<file path="src/sv/sliding_window_avg_min_max_unit_defines.svh">
// ----------------------------------------------------------------------------
// Assertion macros for the sliding window unit
// Shared helpers so every check uses the same clock and reset qualification.
// ----------------------------------------------------------------------------
`ifndef SLIDING_WINDOW_AVG_MIN_MAX_UNIT_DEFINES_SVH
`define SLIDING_WINDOW_AVG_MIN_MAX_UNIT_DEFINES_SVH

// same-cycle implication, checked on i_clk, off during reset
`define SWAMM_ASSERT_IMPL(label, cond, cons, msg) \
    label: assert property (@(posedge i_clk) disable iff (!i_rst_n) \
        (cond) |-> (cons)) else $error(msg);

// next-cycle implication
`define SWAMM_ASSERT_NEXT(label, cond, cons, msg) \
    label: assert property (@(posedge i_clk) disable iff (!i_rst_n) \
        (cond) |=> (cons)) else $error(msg);

`endif

</file>
<file path="src/sv/swamm_pkg.sv">
// ----------------------------------------------------------------------------
// swamm_pkg
// Widths, register map, state codes and inter-module structs.
// ----------------------------------------------------------------------------
`default_nettype none

package swamm_pkg;

    localparam int WINDOW_MAX_DEF = 256;
    localparam int SAMPLE_W       = 16;
    localparam int SUM_W          = 24;
    localparam int LEN_W          = 9;
    localparam int MEAN_FRAC      = 8;
    localparam int DIVD_W         = SUM_W + MEAN_FRAC;
    localparam int APB_DW         = 32;
    localparam int PADDR_W        = 3;
    localparam int REG_IDX_W      = PADDR_W - 2;

    localparam logic [LEN_W-1:0]     LEN_RESET         = 9'd4;
    localparam logic [REG_IDX_W-1:0] REG_WINDOW_LENGTH = 1'd0;

    typedef enum logic [4:0] {
        ST_IDLE = 5'b00001,
        ST_PREP = 5'b00010,
        ST_RD   = 5'b00100,
        ST_SCAN = 5'b01000,
        ST_FIN  = 5'b10000
    } t_state;

    typedef struct packed {
        logic              start;
        logic [DIVD_W-1:0] dividend;
    } t_div_ctrl;

    typedef struct packed {
        logic              busy;
        logic [DIVD_W-1:0] quotient;
    } t_div_stat;

endpackage

`default_nettype wire

</file>
<file path="src/sv/swamm_store.sv">
// ----------------------------------------------------------------------------
// swamm_store
// Sample ring memory: one write port, one read port, registered read data.
// ----------------------------------------------------------------------------
`default_nettype none

module swamm_store #(
    parameter int DEPTH = swamm_pkg::WINDOW_MAX_DEF,
    parameter int AW    = $clog2(DEPTH)
) (
    input  wire logic                                 i_clk,
    input  wire logic                                 i_we,
    input  wire logic [AW-1:0]                        i_waddr,
    input  wire logic signed [swamm_pkg::SAMPLE_W-1:0] i_wdata,
    input  wire logic [AW-1:0]                        i_raddr,
    output logic signed [swamm_pkg::SAMPLE_W-1:0]     o_rdata
);
    import swamm_pkg::*;

    logic signed [SAMPLE_W-1:0] r_mem [DEPTH];
    logic signed [SAMPLE_W-1:0] r_rdata;

    always_ff @(posedge i_clk) begin
        if (i_we) begin
            r_mem[i_waddr] <= i_wdata;
        end
        r_rdata <= r_mem[i_raddr];
    end

    assign o_rdata = r_rdata;

endmodule

`default_nettype wire

</file>
<file path="config.mk">
export PLATFORM = sky130hd
export DESIGN_NAME = swamm_store
export DESIGN_NICKNAME = d
export VERILOG_FILES = /design/src/sv/sliding_window_avg_min_max_unit_defines.svh /design/src/sv/swamm_pkg.sv /design/src/sv/swamm_store.sv
export SDC_FILE = /design/constraint.sdc
export NUM_CORES = 2
export LEC_CHECK = 0
export BUFFER_PORTS_ARGS = -buffer_cell sky130_fd_sc_hd__buf_4
export CELL_PAD_IN_SITES_DETAIL_PLACEMENT = 0
export CELL_PAD_IN_SITES_GLOBAL_PLACEMENT = 1
export CORE_ASPECT_RATIO = 0.8
export CORE_UTILIZATION = 45
export CTS_CLUSTER_DIAMETER = 200
export DETAILED_ROUTE_END_ITERATION = 7
export HOLD_SLACK_MARGIN = 0.06
export PLACE_DENSITY = 0.62
export SLEW_MARGIN = 20
export SYNTH_ARGS = -nofsm -noshare
export SYNTH_HDL_FRONTEND = slang
export SYNTH_SLANG_ARGS = --single-unit
</file>
<file path="constraint.sdc">
create_clock -name i_clk -period 5.1 [get_ports i_clk]
set_clock_uncertainty 0.15 [all_clocks]
set_input_delay 0.255 -clock i_clk [delete_from_list [all_inputs] [get_ports i_clk]]
set_output_delay 0.255 -clock i_clk [all_outputs]
set_load 0.05 [all_outputs]
</file>
==> impl_results.md <==
* Status: finished, final reports clean
* Fin. Hold Viols at 0
* Worst Path Max Fanout at 56
* Remaining Overflow, GRT at 0
* Synthesized area per cell at 21.6 um2
* Site Rows at 194
* Worst EP arrival at roughly 4.7 ns
* Ratio of cells with drive above 1 in the final layout at 0.254
* RSZ-0062 raised after global routing: false
* Max incr delay on CP at 0.67 ns
* Layout filler cell count at 27500
* Clock Latency Late Sink at 0.93 ns
* Largest net degree at the start of global routing at ~160
* Min-delay src: i_waddr[6]
* Worst vdd ir at around 310 uV
* Required time worst endpoint at 5.76 ns
* Final Max Slew Viols at 0
* Drt first pass iters at 6
* DRT antenna net count at 0
* TritonCTS Sinks at 4112
* Post-DP HPWL at 260000 um
* Crit start category: input pin
* Post-synthesis compound-gate area fraction at 0.0354
* Pleak at 0.0568 uW
* Post-synthesis xor/xnor area fraction at 0
* Tightest Pin Transition at 1.20 ns
* Syn Nets at approximately 7400
* Adder-cell share of the synthesized area at 0
* Nets at between 7000 and 8000
* Largest family of logic cells by synthesized area: multiplexers
* Worst path slowest cell: a22oi_1
* Final setup viols at 0
* Post-Route M1 WL at 191000 um
* Pint at around 54000 uW
* Die W at 666 um
* Routed via count at 79200
* Crit end category: register
* Top Metal Used: met5
* WHS at 0.165 ns
* CTS Buf Count at 403
* Hold EP: r_mem[235][4]
* Worst-path clk slew at around 0.06 ns
* Period utilization at 0.801
* Drt via density at roughly 6.1
* Initial Utilization at 0.453
* H-tree Lvls at 5
* Detailed-route DRC error count at 0
* Worst R2R End: o_rdata[0]
* Switch share at 0.215
* Die H at 533 um
* Seq/Total Area, Yosys at 0.777
* Worst hold path depth at 4
* FMAX at ~240 MHz
* R2R setup slack at 1.59 ns
* Pwr Total at approximately 70000 uW
* Netlist cell types at 52
* Metal2 WL at 202000 um
* Io pins at 50
* Die ar. at 355000 um2
* R2r worst-path depth at 7
* Postcts setup bufs at 0
* Final WL at 443000 um
* Clock power share at 0.410
* Ys Warns at 0
* Relative slew slack at 0.200
* Number of max-cap violations at 0
* #FFs+latches synth at roughly 4000
* GPL Wtd Cong at 0.897
* Worst R2R Start: r_mem[140][0]
* Initial DRC count at between 10000 and 15000
* Mapped Area at 159000 um2
* Part of the power in combinational logic at 0.053
* WL met3 at 38500 um
* Port-buffer cells at just under 50
* Mapped Cells at between 7000 and 8000
* Cell mode on critical path: buf_12
* First-pass GRT wire length at approximately 600000 um
* Vias in the first global route at 77200
* CTS max path bufs at 4
* Total GRT Usage at 0.246
* Mux contribution to synthesized area at 0.155
* Async SR Flop Fraction at 0
* Fin area at roughly 180000 um2
* Min cycle time layout at 4.08 ns
* Initial antenna violation count at 36
* WL per Instance at 34.3 um
* Hold Crit Class: in2reg
* Core Box Area at 350000 um2
* Net Sw Power at between 10000 and 15000 uW
* Kind of critical path: in2reg
* CTS tree: yes
* Power share of the sequential group at 0.538
* Main synth FF type: edfxtp_1
* Syn-to-layout area delta at 13.4%
* Simple-Gate Fraction of Synth Area at 0.0157
* Clk root buf: clkbuf_16
* Number of synthesized flops with an enable pin at just over 4000
* Placed cell area at between 150000 and 200000 um2
* Power Dens Cells at 386 nW/um2
* Crit-path cells: buf_16 -> buf_4 -> buf_12 -> buf_12 -> mux2i_1 -> o221ai_1 -> o22ai_1 -> a22oi_1 -> nand3_1 -> nor4_1
==> flip-flops by register name, indices dropped and copies added, names as in the netlist <==
register  count
r_mem      4096
o_rdata      16
==> how the worst max path moves through the flow <==
stage                     startpoint            end  slack (ns)  depth (start not counted)
after floorplan           i_waddr[3]  r_mem[235][0]        2.53                          6
after global placement    i_raddr[0]     o_rdata[4]       -0.20                         11
after detailed placement  i_raddr[0]     o_rdata[0]        0.20                         10
after CTS                 i_raddr[0]     o_rdata[0]        1.20                         10
after global routing      i_raddr[0]     o_rdata[0]        0.89                         10
final                     i_raddr[0]     o_rdata[0]        1.02                         10
==> synthesized netlist by cell type, types with 17 or more instances <==
master / count / area, um2
a22oi_1: 43 / 323
a22o_1: 32 / 280
mux2i_1: 565 / 5660
nand2_1: 38 / 143
buf_1: 27 / 101
nor2_1: 304 / 1140
a221oi_1: 28 / 245
nand4_1: 26 / 163
mux2_2: 88 / 991
mux4_2: 797 / 17900
nor3_1: 92 / 460
a21oi_1: 175 / 876
buf_4: 26 / 195
o221ai_1: 252 / 2210
buf_2: 76 / 380
edfxtp_1: 4096 / 123000
a211oi_1: 18 / 135
o22ai_1: 148 / 926
nand3_1: 35 / 175
o32ai_1: 20 / 175
buf_6: 77 / 867
o21ai_0: 37 / 185
clkbuf_1: 230 / 863
nor4_1: 17 / 106
==> what timing repair did <==
item,CTS,global route
gates resized for setup,0,0
hold buffers,26,0
endpoints found under the hold margin,2080,0
==> per-stage QoR <==
stage          worst slack, ns   util  instances  TNS (ns)
2_1_floorplan             2.53      -       7360         0
6_report                  1.02  0.514      12900         0
4_1_cts                   1.20  0.514      12900         0
5_1_grt                  0.890  0.514      12900         0
3_5_place_dp             0.197  0.478      12200         0
3_3_place_gp            -0.196  0.478      12200    -0.196
==> layout by cell type, fill, tap and decap left out, types with 20 or more instances in the layout <==
cell	instances
bufinv_16	25
clkbuf_1	99
o221ai_1	252
clkinv_2	64
edfxtp_1	4096
mux4_2	797
clkbuf_16	411
a22oi_1	43
nand3_1	25
clkinv_1	94
o32ai_1	20
buf_4	466
a21oi_1	175
mux2_2	88
a22o_1	32
o21ai_0	33
mux2i_1	565
nor2_1	210
o22ai_1	148
a221oi_1	28
dlygate4sd3_1	26
nor3_1	85
nand4_1	26
nor2_2	86
nand2_1	37
buf_12	54
==> routing by layer <==
metal / GRT usage / up-vias
li1: - / 32400
met3: 0.0486 / 527
met1: 0.372 / 42900
met4: 0.0571 / 4
met2: 0.372 / 3434
met5: 0.00386 / -
==> critical path, delay by kind of cell <==
family,cells,cell delay (ns)
buffers and inverters,4,1.48
AND/OR/NAND/NOR,2,1.00
AO/OA/AOI/OAI,3,1.52
multiplexers,1,0.14
==> power by group through the flow <==
stage	Clock (uW)	Combinational, uW	Sequential [uW]
CTS	28900	3680	37300
global placement	0	3600	38000
global route	30200	3840	37300
floorplan	0	1840	38100
detailed placement	0	3660	38100
finish	28400	3660	37300
==> layout make-up <==
type,count,area (um2),share of cell area
inverter,4,27.5,0.000153
clock buffer,510,10700,0.0592
antenna,10,25.0,0.000139
timing repair buffer,568,5180,0.0288
tap,4704,5890,0.0327
sequential,4112,123000,0.685
multi-input combinational,2792,33100,0.184
clock inverter,210,1710,0.00953
==> cells by family (layout without fill, tap and decap cells) <==
family / after synthesis / in the layout
AND/OR/NAND/NOR: 556 / 556
multiplexers: 1450 / 1450
AO/OA/AOI/OAI: 786 / 786
flip-flops: 4112 / 4112
buffers and inverters: 456 / 1292
other: 0 / 10
Power figures use the tool's default switching activity.
