`src/sv/sliding_window_avg_min_max_unit_defines.svh`:
```
// ----------------------------------------------------------------------------
// Assertion macros for the sliding window unit
// Shared helpers so every check uses the same clock and reset qualification.
// ----------------------------------------------------------------------------
`ifndef SLIDING_WINDOW_AVG_MIN_MAX_UNIT_DEFINES_SVH
`define SLIDING_WINDOW_AVG_MIN_MAX_UNIT_DEFINES_SVH

// same-cycle implication, checked on i_clk, off during reset
`define SWAMM_ASSERT_IMPL(label, cond, cons, msg) \
    label: assert property (@(posedge i_clk) disable iff (!i_rst_n) \
        (cond) |-> (cons)) else $error(msg);

// next-cycle implication
`define SWAMM_ASSERT_NEXT(label, cond, cons, msg) \
    label: assert property (@(posedge i_clk) disable iff (!i_rst_n) \
        (cond) |=> (cons)) else $error(msg);

`endif

```
`src/sv/swamm_pkg.sv`:
```
// ----------------------------------------------------------------------------
// swamm_pkg
// Widths, register map, state codes and inter-module structs.
// ----------------------------------------------------------------------------
`default_nettype none

package swamm_pkg;

    localparam int WINDOW_MAX_DEF = 256;
    localparam int SAMPLE_W       = 16;
    localparam int SUM_W          = 24;
    localparam int LEN_W          = 9;
    localparam int MEAN_FRAC      = 8;
    localparam int DIVD_W         = SUM_W + MEAN_FRAC;
    localparam int APB_DW         = 32;
    localparam int PADDR_W        = 3;
    localparam int REG_IDX_W      = PADDR_W - 2;

    localparam logic [LEN_W-1:0]     LEN_RESET         = 9'd4;
    localparam logic [REG_IDX_W-1:0] REG_WINDOW_LENGTH = 1'd0;

    typedef enum logic [4:0] {
        ST_IDLE = 5'b00001,
        ST_PREP = 5'b00010,
        ST_RD   = 5'b00100,
        ST_SCAN = 5'b01000,
        ST_FIN  = 5'b10000
    } t_state;

    typedef struct packed {
        logic              start;
        logic [DIVD_W-1:0] dividend;
    } t_div_ctrl;

    typedef struct packed {
        logic              busy;
        logic [DIVD_W-1:0] quotient;
    } t_div_stat;

endpackage

`default_nettype wire

```
`src/sv/swamm_div.sv`:
```
// ----------------------------------------------------------------------------
// swamm_div
// Unsigned restoring divider, one quotient bit per cycle.
// ----------------------------------------------------------------------------
`default_nettype none

module swamm_div #(
    parameter int DVS_W = 9
) (
    input  wire logic                  i_clk,
    input  wire logic                  i_rst_n,
    input  wire swamm_pkg::t_div_ctrl  i_ctrl,
    input  wire logic [DVS_W-1:0]      i_divisor,
    output swamm_pkg::t_div_stat       o_stat
);
    import swamm_pkg::*;

    localparam int CNT_W = $clog2(DIVD_W);

    logic              r_busy;
    logic [CNT_W-1:0]  r_cnt;
    logic [DIVD_W-1:0] r_quo;
    logic [DVS_W-1:0]  r_rem;
    logic [DVS_W-1:0]  r_dvs;

    logic [DVS_W:0]    trial;
    logic              ge;
    logic [DVS_W:0]    diff;

    // shift the next dividend bit into the partial remainder
    assign trial = {r_rem, r_quo[DIVD_W-1]};
    assign ge    = trial >= {1'b0, r_dvs};
    assign diff  = trial - {1'b0, r_dvs};

    always_ff @(posedge i_clk) begin
        if (!i_rst_n) begin
            r_busy <= 1'b0;
            r_cnt  <= '0;
        end else if (i_ctrl.start) begin
            r_busy <= 1'b1;
            r_cnt  <= CNT_W'(DIVD_W - 1);
        end else if (r_busy) begin
            if (r_cnt == '0) begin
                r_busy <= 1'b0;
            end else begin
                r_cnt <= r_cnt - 1'b1;
            end
        end
    end

    always_ff @(posedge i_clk) begin
        if (i_ctrl.start) begin
            r_quo <= i_ctrl.dividend;
            r_rem <= '0;
            r_dvs <= i_divisor;
        end else if (r_busy) begin
            r_quo <= {r_quo[DIVD_W-2:0], ge};
            r_rem <= ge ? diff[DVS_W-1:0] : trial[DVS_W-1:0];
        end
    end

    assign o_stat.busy     = r_busy;
    assign o_stat.quotient = r_quo;

endmodule

`default_nettype wire

```
`config.mk`:
```
export PLATFORM = sky130hd
export DESIGN_NAME = swamm_div
export DESIGN_NICKNAME = d
export VERILOG_FILES = /design/src/sv/sliding_window_avg_min_max_unit_defines.svh /design/src/sv/swamm_pkg.sv /design/src/sv/swamm_div.sv
export SDC_FILE = /design/constraint.sdc
export NUM_CORES = 1
export LEC_CHECK = 0
export BUFFER_PORTS_ARGS = -buffer_cell sky130_fd_sc_hd__buf_4
export CAP_MARGIN = 20
export CORE_UTILIZATION = 30
export CTS_CLUSTER_SIZE = 12
export DETAILED_ROUTE_END_ITERATION = 10
export SYNTH_ARGS = -nofsm -noshare
export SYNTH_HDL_FRONTEND = slang
export SYNTH_SLANG_ARGS = --single-unit
```
`constraint.sdc`:
```
create_clock -name i_clk -period 2.8 [get_ports i_clk]
set_clock_uncertainty 0.2 [all_clocks]
set_input_delay 0.56 -clock i_clk [delete_from_list [all_inputs] [get_ports i_clk]]
set_output_delay 0.56 -clock i_clk [all_outputs]
set_load 0.02 [all_outputs]
```
==> results of run 1 <==
[worst register-to-register path, cell delays in order, from the launching register on]
cell,delay (ns)
edfxtp_1,0.39
inv_1,0.09
ha_1,0.16
inv_1,0.05
fa_1,0.41
a211oi_2,0.25
o21a_1,0.29
o211ai_4,0.18
mux2_2,0.31
[state kept, by name, indices dropped and copies added, names as in the netlist]
register / flops
r_quo: 32
r_dvs: 9
r_rem: 9
r_cnt: 5
r_busy: 1
[final cells by class]
class / count / area [um^2]
tap: 111 / 139
inverter: 17 / 63.8
fill: 902 / 5560
clock inverter: 2 / 13.8
multi-input combinational: 135 / 1180
clock buffer: 6 / 72.6
timing repair buffer: 81 / 633
sequential: 56 / 1530
[layer usage]
metal	up-vias	wire [um]	track usage (%)
met2	51	2750	21.0
met5	-	0	0
met3	6	387	4.82
met4	0	71	3.79
met1	946	2650	15.7
li1	968	-	-
[logic make-up (layout without fill, tap and decap cells)]
kind of cell,Yosys count,count (layout)
DFF,56,56
AOI/OAI and AO/OA,40,40
muxes,39,39
and+or+nand+nor,36,36
buffers and inverters,27,106
adders and majority gates,12,12
xor gates and xnor gates,8,8
[through the flow]
| step | utilization (%) | worst slack (ns) |
|---|---|---|
| after floorplan | - | 0.217 |
| after CTS | 39.6 | 0.243 |
| after global routing | 39.6 | 0.0636 |
| after detailed placement | 38.6 | 0.251 |
| after global placement | 38.6 | 0.305 |
| final | 39.6 | 0.241 |
[report_power, final]
group | leakage (nW) | switching (W) | internal [W]
Sequential | 0.535 | 0.0000496 | 0.000989
Combinational | 0.930 | 0.000288 | 0.000270
Clock | 0.0456 | 0.000276 | 0.000180
[cells in the final DEF (no fill, tap or decap), drive strengths merged, types with 2 or more instances in the layout]
master	Yosys	layout
nand4b	2	2
inv	17	18
xor2	3	3
buf	5	81
a211oi	7	7
nor4	2	2
o21a	2	2
dfxtp	15	15
clkbuf	5	6
a21oi	6	6
mux2i	6	6
a311oi	3	3
o211a	2	2
o211ai	5	5
edfxtp	41	41
nand3b	2	2
xnor2	5	5
nand3	3	3
a21boi	5	5
o31ai	2	2
nand2	6	6
ha	11	11
mux2	33	33
nand2b	2	2
nor2	13	13
o21ai	4	4
[synth_stat cells, drive strengths merged]
| cell | n |
|---|---|
| a21boi | 5 |
| dfxtp | 15 |
| o31ai | 2 |
| nand2b | 2 |
| or2 | 1 |
| nand3b | 2 |
| mux2i | 6 |
| and3 | 1 |
| xor2 | 3 |
| a21oi | 6 |
| o221a | 1 |
| clkbuf | 5 |
| ha | 11 |
| mux2 | 33 |
| and2 | 1 |
| nor4 | 2 |
| edfxtp | 41 |
| a211oi | 7 |
| a21o | 1 |
| nand2 | 6 |
| nand4b | 2 |
| a311oi | 3 |
| o41ai | 1 |
| o211ai | 5 |
| o21ai | 4 |
| xnor2 | 5 |
| fa | 1 |
| nor2 | 13 |
| nor3 | 1 |
| nand3 | 3 |
| o211a | 2 |
| inv | 17 |
| o2111ai | 1 |
| buf | 5 |
| o21a | 2 |
| or3 | 1 |
| and4b | 1 |
[final timing paths]
kind / end / cells after the start / slack [ns] / start
worst min register to register: r_rem[2] / 2 / 0.30 / r_rem[2]
worst min-delay path: r_dvs[5] / 1 / 0.22 / i_divisor[5]
worst max register to register: r_quo[0] / 8 / 0.24 / r_quo[31]
worst max-delay path: r_quo[0] / 8 / 0.24 / r_quo[31]
==> impl_summary.log, run 1 <==
INFO  metric start_util = 30.7%
INFO  metric antenna_cells_inserted = 0
INFO  metric max_slew.worst_pin.slew = 0.648 ns
INFO  metric area_growth_syn_to_layout = 28.8%
INFO  metric clock_tree_from_tritoncts = done
INFO  metric place.detailed.instances = 400
INFO  metric critPathMaxFanout = 9
INFO  metric gr-usage-all-layers = 12.8%
INFO  metric fp-row-count = 35
INFO  metric hold_class = input pin to flip-flop
INFO  metric die_x = 99.0 um
INFO  metric slew-limit-headroom = 56.3%
INFO  metric post_route_cells_drive_above_1_share = 43.4%
INFO  metric clock_latency = 0.31 ns
INFO  metric grt_residual_overflow = 0
INFO  metric num-nets-final = 352
INFO  metric post_synth_fa_ha_maj_area_fraction = 5.58%
INFO  metric synth-warning-count = 0
INFO  metric cts.repair_timing.setup_buffer_count = 0
INFO  metric routed_via_density = 4.83
INFO  metric drt-wirelength-per-cell = 14.4 um
INFO  metric timing.setup.critical_path_class = flip-flop to flip-flop
INFO  metric synth_top_family_by_area = multiplexers
INFO  metric num_vias = 1,971
INFO  metric drt_iter0_markers = 98
INFO  metric synth_compound_gate_area_share = 11.4%
INFO  metric post-route-cell-area = 3640 um^2
INFO  metric timing.critical_path.to_type = flip-flop
INFO  metric timing.final.max_slew_violations = 0
INFO  metric synth_area_per_cell = 13.0 um^2
INFO  metric syn_inst = 218
INFO  metric first_pass_grt_wire_length = 9.84 mm
INFO  metric grt_start_max_net_pins = 43
INFO  metric drcViolationCount = 0
INFO  metric run_status = finished clean
INFO  metric drt_pre_antenna_iters = 4
INFO  metric critical_path_buf_inv_count = 2
INFO  metric ctsResizeCount = 0
INFO  metric globalplace.congestion = 0.806
INFO  metric total_power = 0.00205 W
INFO  metric synth-seq-area-share = 54.2%
INFO  metric muxShareOfSynthArea = 15.3%
INFO  metric design.portCount = 77
INFO  metric finalHoldViolCount = 0
INFO  metric start_kind = flip-flop
INFO  metric fp.coreArea = 9200 um^2
INFO  metric list_of_cells_traversed_by_the_critical_path = inv_1 > ha_1 > inv_1 > fa_1 > a211oi_2 > o21a_1 > o211ai_4 > mux2_2
INFO  metric fp.dieH = 99.0 um
INFO  metric initial_antenna_violation_count = 0
INFO  metric route.antenna.remaining_nets = 0
INFO  metric setup-violations-final = 0
INFO  metric portBuffers = 76
INFO  metric full_die_area = 9800 um^2
INFO  metric worst_path_dominant_cell_family = compound AO/OA/AOI/OAI gates
INFO  metric grt_setup_unrepaired = false
INFO  metric post_syn_area = 2820 um^2
INFO  metric synth_area_leaders = edfxtp_1, mux2_2, dfxtp_1
INFO  metric ir_worst_vdd = 0.000271 V
INFO  metric simple_gate_fraction_of_synth_area = 7.22%
INFO  metric setup-tns-final = 0 ns
INFO  metric final.period_utilization = 91.4%
INFO  metric synth.top_cell.area_share = 43.6%
INFO  metric finalCriticalPeriod = 2.56 ns
INFO  metric clk_transition_reported_paths = 0.11 ns
INFO  metric worst_hold_slack = 0.220 ns
INFO  metric crit_arrival = 2.44 ns
INFO  metric synth-seq-cells = 56
INFO  metric clock_tree.root_cell = clkbuf_8
INFO  metric htree_levels = 2
INFO  metric cts_buffers = 5
INFO  metric fmax = 391 MHz
INFO  metric synth.distinct_cells = 43
INFO  metric post_synth_xor_area_fraction = 2.48%
INFO  metric place_area = 3550 um^2
INFO  metric cpMaxStageDelayCell = fa_1
INFO  metric yosys.area.top_type = edfxtp_1
INFO  metric power.density = 564 nW/um^2
INFO  metric cts.path.max_buffers = 2
INFO  metric final_standard_cell_count_with_taps_included_and_fillers_excluded = 408
INFO  metric post_cts_hold_buffer_count = 0
INFO  metric crit_path_most_repeated_cell = inv_1
INFO  metric via_count_of_the_first_global_routing_pass = 2,025
INFO  metric max_cap_violations = 0
INFO  metric detailed_place_hpwl = 4.27 mm
INFO  metric cellLeakagePower = 1.51 nW
INFO  metric syn_nets = 274
INFO  metric delay_of_the_slowest_cell_on_the_worst_path = 0.41 ns
INFO  metric clkSinkCount = 56
INFO  metric timing.critical_path.required = 2.68 ns
INFO  metric total_wire_length_after_detailed_routing = 5.86 mm
(Power assumes the default switching activity.)
==> inputs of run 2 (changes only) <==
--- a/config.mk
+++ b/config.mk
@@ -10,6 +10,7 @@
 export CORE_UTILIZATION = 30
 export CTS_CLUSTER_SIZE = 12
 export DETAILED_ROUTE_END_ITERATION = 10
+export PLACE_DENSITY = 0.48
 export SYNTH_ARGS = -nofsm -noshare
 export SYNTH_HDL_FRONTEND = slang
 export SYNTH_SLANG_ARGS = --single-unit
==> impl_summary.log, run 2 (synthesized netlist as in run 1, its figures left out) <==
INFO  metric run_status = finished clean
INFO  metric place_area = 3540 um^2 (-0.35%)
INFO  metric worst_hold_slack = 0.218 ns (-0.00213 ns)
INFO  metric power.density = 573 nW/um^2 (+1.5%)
INFO  metric hold_class = input pin to flip-flop
INFO  metric ir_worst_vdd = 0.000238 V (-12%)
INFO  metric post_cts_hold_buffer_count = 0 (unchanged)
INFO  metric finalHoldViolCount = 0 (unchanged)
INFO  metric grt_setup_unrepaired = false
INFO  metric routed_via_density = 4.74 (-1.9%)
INFO  metric first_pass_grt_wire_length = 9.93 mm (+0.91%)
INFO  metric setup-tns-final = 0 ns (unchanged)
INFO  metric htree_levels = 2 (unchanged)
INFO  metric full_die_area = 9800 um^2 (unchanged)
INFO  metric cts_buffers = 5 (unchanged)
INFO  metric list_of_cells_traversed_by_the_critical_path = inv_1 > ha_1 > inv_1 > fa_1 > a211oi_2 > o21a_1 > o211ai_4 > and3_1 > a311oi_1
INFO  metric cellLeakagePower = 1.51 nW (about the same)
INFO  metric ff_latch_area = 1530 um^2 (unchanged)
INFO  metric detailed_place_hpwl = 4.45 mm (+4.3%)
INFO  metric cts.path.max_buffers = 2 (unchanged)
INFO  metric fmax = 382 MHz (-2.2%)
INFO  metric crit_path_most_repeated_cell = inv_1
INFO  metric fp.dieH = 99.0 um (unchanged)
INFO  metric route.antenna.remaining_nets = 0 (unchanged)
INFO  metric initial_antenna_violation_count = 0 (unchanged)
INFO  metric timing.critical_path.required = 2.81 ns (+0.13 ns)
INFO  metric num_vias = 1,934 (-1.9%)
INFO  metric delay_of_the_slowest_cell_on_the_worst_path = 0.41 ns (about the same)
INFO  metric clock_tree.root_cell = clkbuf_8
INFO  metric crit_arrival = 2.63 ns (+0.19 ns)
INFO  metric setup-violations-final = 0 (unchanged)
INFO  metric finalCriticalPeriod = 2.62 ns (+0.0584 ns)
INFO  metric leading_cell_type_in_the_layout_fill_and_taps_excluded = buf_4
INFO  metric slew-limit-headroom = 58.6% (+2.3 points)
INFO  metric clkSinkCount = 56 (unchanged)
INFO  metric via_count_of_the_first_global_routing_pass = 1,949 (-3.8%)
INFO  metric drt_iter0_markers = 83 (-15%)
INFO  metric largest-register = r_quo
INFO  metric largest_reg_flops = 32 (unchanged)
INFO  metric design.portCount = 77 (unchanged)
INFO  metric layout.cells.most_common_list = buf_4, edfxtp_1, mux2_2, inv_1, dfxtp_1
INFO  metric ctsResizeCount = 0 (unchanged)
INFO  metric area_growth_syn_to_layout = 28.8% (about the same)
INFO  metric gr-usage-all-layers = 13.1% (+0.24 points)
INFO  metric num-nets-final = 352 (unchanged)
INFO  metric post-route-cell-area = 3640 um^2 (about the same)
INFO  metric total_wire_length_after_detailed_routing = 6.22 mm (+6.1%)
INFO  metric portBuffers = 76 (unchanged)
INFO  metric final.period_utilization = 93.5% (+2.1 points)
INFO  metric drt_pre_antenna_iters = 4 (unchanged)
INFO  metric grt_residual_overflow = 0 (unchanged)
INFO  metric num-fill-cells = 918 (+1.8%)
INFO  metric drt-wirelength-per-cell = 15.2 um (+6.1%)
INFO  metric grt_start_max_net_pins = 48 (+12%)
INFO  metric cpMaxStageDelayCell = fa_1
INFO  metric fp.coreArea = 9200 um^2 (unchanged)
INFO  metric cts.repair_timing.setup_buffer_count = 0 (unchanged)
INFO  metric clock_tree_from_tritoncts = done
INFO  metric timing.final.max_slew_violations = 0 (unchanged)
INFO  metric timing.setup.critical_path_class = flip-flop to flip-flop
INFO  metric antenna_cells_inserted = 0 (unchanged)
INFO  metric timing.critical_path.to_type = flip-flop
INFO  metric start_kind = flip-flop
INFO  metric post_route_cells_drive_above_1_share = 43.8% (+0.34 points)
INFO  metric fp-row-count = 35 (unchanged)
INFO  metric clk_transition_reported_paths = 0.11 ns (about the same)
INFO  metric max_cap_violations = 0 (unchanged)
INFO  metric drcViolationCount = 0 (unchanged)
INFO  metric reg_top3 = r_quo: 32 flops, r_dvs: 9 flops, r_rem: 9 flops
INFO  metric multiInputGateArea = 1180 um^2 (unchanged)
INFO  metric clock_latency = 0.31 ns (about the same)
INFO  metric max_slew.worst_pin.slew = 0.615 ns (-0.0336 ns)
INFO  metric die_x = 99.0 um (unchanged)
INFO  metric start_util = 30.7% (unchanged)
INFO  metric globalplace.congestion = 0.821 (+1.9%)
INFO  metric setup_slack_at_placement = 0.207 ns (-0.0437 ns)
INFO  metric final.setup.worst_slack = 0.183 ns (-0.0584 ns)
INFO  metric critPathMaxFanout = 9 (unchanged)
run 2: cell counts in the layout (fill, tap and decap cells not counted):
Identical to the previous run, type by type.
run 2: worst max-delay path, delay by kind of cell (launching register included):
kind	cells	cell delay [ns]
adders and majority gates	2	0.58
and+or+nand+nor	1	0.24
AOI/OAI and AO/OA	4	0.96
buffers and inverters	2	0.14
DFF	1	0.40
run 2: metal layers:
metal | wire length (um) | global-route usage, % | up-vias
li1 | - | - | 972
met1 | 2870 | 17.3 | 922
met2 | 2990 | 20.5 | 38
met3 | 317 | 3.97 | 2
met4 | 45 | 3.79 | 0
met5 | 0 | 0 | -
run 2: power breakdown:
group / total [W] / internal, W / leakage [nW] / switching [W]
sequential: 0.00104 / 0.000989 / 0.535 / 0.0000497
clock: 0.000485 / 0.000204 / 0.0516 / 0.000281
combinational: 0.000559 / 0.000268 / 0.925 / 0.000291
run 2: area by class of cell:
class / count / share of cell area, %
multi-input cells: 135 / 32.6
inverters: 17 / 1.75
well taps: 111 / 3.82
repair buffers: 81 / 17.1
flip-flops and latches: 56 / 42.1
clock buffers: 6 / 2.27
clock inverters: 2 / 0.379
run 2: path summary, 6_finish.rpt:
path                              startpoint       end  slack [ns]  cells past startpoint
worst max-delay path               r_quo[31]  r_rem[0]        0.18                      9
worst min-delay path            i_divisor[0]  r_dvs[0]        0.22                      1
worst max register to register     r_quo[31]  r_rem[0]        0.18                      9
worst min register to register      r_rem[6]  r_rem[6]        0.31                      2
run 2: through the flow:
stage               power, W  util, %  instances
CTS                  0.00212     39.5        408
finish               0.00208     39.5        408
detailed placement   0.00162     38.5        400
global route         0.00220     39.5        408
global placement     0.00162     38.5        400
floorplan            0.00141        -        218
==> inputs of run 3 (changes only) <==
--- a/config.mk
+++ b/config.mk
@@ -10,7 +10,10 @@
 export CORE_UTILIZATION = 30
 export CTS_CLUSTER_SIZE = 12
 export DETAILED_ROUTE_END_ITERATION = 10
+export GPL_ROUTABILITY_DRIVEN = 0
+export MAX_ROUTING_LAYER = met4
 export PLACE_DENSITY = 0.48
+export SKIP_LAST_GASP = 1
 export SYNTH_ARGS = -nofsm -noshare
 export SYNTH_HDL_FRONTEND = slang
 export SYNTH_SLANG_ARGS = --single-unit
==> impl_summary.log, run 3 (synthesized netlist as in run 1, its figures left out) <==
INFO  metric clk_transition_reported_paths = 0.11 ns (about the same)
INFO  metric full_die_area = 9800 um^2 (unchanged)
INFO  metric htree_levels = 2 (unchanged)
INFO  metric start_util = 30.7% (unchanged)
INFO  metric cts.repair_timing.setup_buffer_count = 0 (unchanged)
INFO  metric detailed_place_hpwl = 4.45 mm (unchanged)
INFO  metric cts.path.max_buffers = 2 (unchanged)
INFO  metric portBuffers = 76 (unchanged)
INFO  metric via_count_of_the_first_global_routing_pass = 1,960 (+0.56%)
INFO  metric ctsResizeCount = 0 (unchanged)
INFO  metric first_pass_grt_wire_length = 9.88 mm (-0.49%)
INFO  metric power.density = 572 nW/um^2 (about the same)
INFO  metric slew-limit-headroom = 58.6% (unchanged)
INFO  metric post-route-cell-area = 3640 um^2 (unchanged)
INFO  metric ir_worst_vdd = 0.000236 V (-0.78%)
INFO  metric grt_setup_unrepaired = false
INFO  metric cellLeakagePower = 1.51 nW (unchanged)
INFO  metric routed_via_density = 4.75 (+0.21%)
INFO  metric num_vias = 1,938 (+0.21%)
INFO  metric final.setup.worst_slack = 0.182 ns (-0.000536 ns)
INFO  metric gr-usage-all-layers = 13.4% (+0.38 points)
INFO  metric grt_start_max_net_pins = 48 (unchanged)
INFO  metric antenna_cells_inserted = 0 (unchanged)
INFO  metric cts_buffers = 5 (unchanged)
INFO  metric post_cts_hold_buffer_count = 0 (unchanged)
INFO  metric clock_tree.root_cell = clkbuf_8
INFO  metric route.antenna.remaining_nets = 0 (unchanged)
INFO  metric clock_latency = 0.31 ns (about the same)
INFO  metric setup_slack_at_placement = 0.207 ns (unchanged)
INFO  metric finalCriticalPeriod = 2.62 ns (+0.000536 ns)
INFO  metric fp.dieH = 99.0 um (unchanged)
INFO  metric drcViolationCount = 0 (unchanged)
INFO  metric drt-wirelength-per-cell = 15.2 um (about the same)
INFO  metric layout.cells.most_common_list = buf_4, edfxtp_1, mux2_2, inv_1, dfxtp_1
INFO  metric timing.critical_path.required = 2.81 ns (about the same)
INFO  metric timing.critical_path.to_type = flip-flop
INFO  metric initial_antenna_violation_count = 0 (unchanged)
INFO  metric clock_tree_from_tritoncts = done
INFO  metric post_route_cells_drive_above_1_share = 43.8% (unchanged)
INFO  metric critPathMaxFanout = 9 (unchanged)
INFO  metric max_cap_violations = 0 (unchanged)
INFO  metric largest_reg_flops = 32 (unchanged)
INFO  metric area_growth_syn_to_layout = 28.8% (unchanged)
INFO  metric die_x = 99.0 um (unchanged)
INFO  metric grt_residual_overflow = 0 (unchanged)
INFO  metric setup-violations-final = 0 (unchanged)
INFO  metric total_wire_length_after_detailed_routing = 6.21 mm (about the same)
INFO  metric num-fill-cells = 918 (unchanged)
INFO  metric drt_pre_antenna_iters = 4 (unchanged)
INFO  metric max_slew.worst_pin.slew = 0.615 ns (+0.000000119 ns)
INFO  metric crit_arrival = 2.63 ns (about the same)
INFO  metric setup-tns-final = 0 ns (unchanged)
INFO  metric crit_path_start = r_quo[31]
INFO  metric path_depth_of_the_worst_reg2reg_path = 9 (unchanged)
INFO  metric endpoint = r_rem[0]
INFO  metric finalHoldViolCount = 0 (unchanged)
INFO  metric leading_cell_type_in_the_layout_fill_and_taps_excluded = buf_4
INFO  metric fp-row-count = 35 (unchanged)
INFO  metric num-nets-final = 352 (unchanged)
INFO  metric fp.coreArea = 9200 um^2 (unchanged)
INFO  metric run_status = finished clean
INFO  metric design.portCount = 77 (unchanged)
INFO  metric start_kind = flip-flop
INFO  metric timing.setup.critical_path_class = flip-flop to flip-flop
INFO  metric r2r-start = r_quo[31]
INFO  metric drt_iter0_markers = 74 (-11%)
INFO  metric rrSetupSlack = 0.18 ns (about the same)
INFO  metric reg_top3 = r_quo: 32 flops, r_dvs: 9 flops, r_rem: 9 flops
INFO  metric clkSinkCount = 56 (unchanged)
INFO  metric fmax = 382 MHz (about the same)
INFO  metric hold_class = input pin to flip-flop
INFO  metric final_util = 39.5% (unchanged)
INFO  metric largest-register = r_quo
INFO  metric reg2reg_to = r_rem[0]
INFO  metric place_area = 3540 um^2 (unchanged)
INFO  metric timing.final.max_slew_violations = 0 (unchanged)
INFO  metric final.period_utilization = 93.5% (about the same)
==> run 3: cell counts in the layout (fill, tap and decap cells not counted) <==
Identical to the previous run, type by type.
==> run 3: metrics by stage <==
step,power [W],hold WS (ns),instances
6_report,0.00208,0.220,408
4_1_cts,0.00212,0.206,408
3_5_place_dp,0.00162,0.296,400
3_3_place_gp,0.00162,0.298,400
2_1_floorplan,0.00141,0.263,218
5_1_grt,0.00220,0.196,408
==> run 3: layer usage <==
metal / vias to the layer above / wire, um / GRT usage (%)
met1: 925 / 2940 / 17.7
li1: 973 / - / -
met4: 0 / 42 / 3.79
met2: 38 / 3010 / 20.9
met3: 2 / 215 / 2.84
met5: - / 0 / -
==> run 3: cell type report <==
type,count,area (um^2),area share (%)
Clock buffer,6,82.6,2.27
Clock inverter,2,13.8,0.379
Inverter,17,63.8,1.75
Multi-Input combinational cell,135,1180,32.6
Sequential cell,56,1530,42.1
Tap cell,111,139,3.82
Timing Repair Buffer,81,621,17.1
==> run 3: how the worst min path moves through the flow <==
stage                  from  slack [ns]       end  cells after the start
2_1_floorplan      r_rem[2]        0.26  r_rem[2]                      2
3_3_place_gp       r_rem[6]        0.30  r_rem[7]                      2
3_5_place_dp       r_rem[2]        0.30  r_rem[2]                      2
4_1_cts        i_divisor[8]        0.21  r_dvs[8]                      1
5_1_grt        i_divisor[8]        0.20  r_dvs[8]                      1
6_report       i_divisor[0]        0.22  r_dvs[0]                      1
==> run 3: worst max-delay path, cell delays in order, from the launching register on <==
cell	delay [ns]
edfxtp_1	0.40
inv_1	0.09
ha_1	0.17
inv_1	0.05
fa_1	0.41
a211oi_2	0.25
o21a_1	0.29
o211ai_4	0.18
and3_1	0.24
a311oi_1	0.24
==> run 3: power by group <==
group / internal, W / switching, W / total (W)
combinational: 0.000268 / 0.000291 / 0.000559
clock: 0.000204 / 0.000280 / 0.000484
sequential: 0.000989 / 0.0000497 / 0.00104
total: 0.00146 / 0.000621 / 0.00208
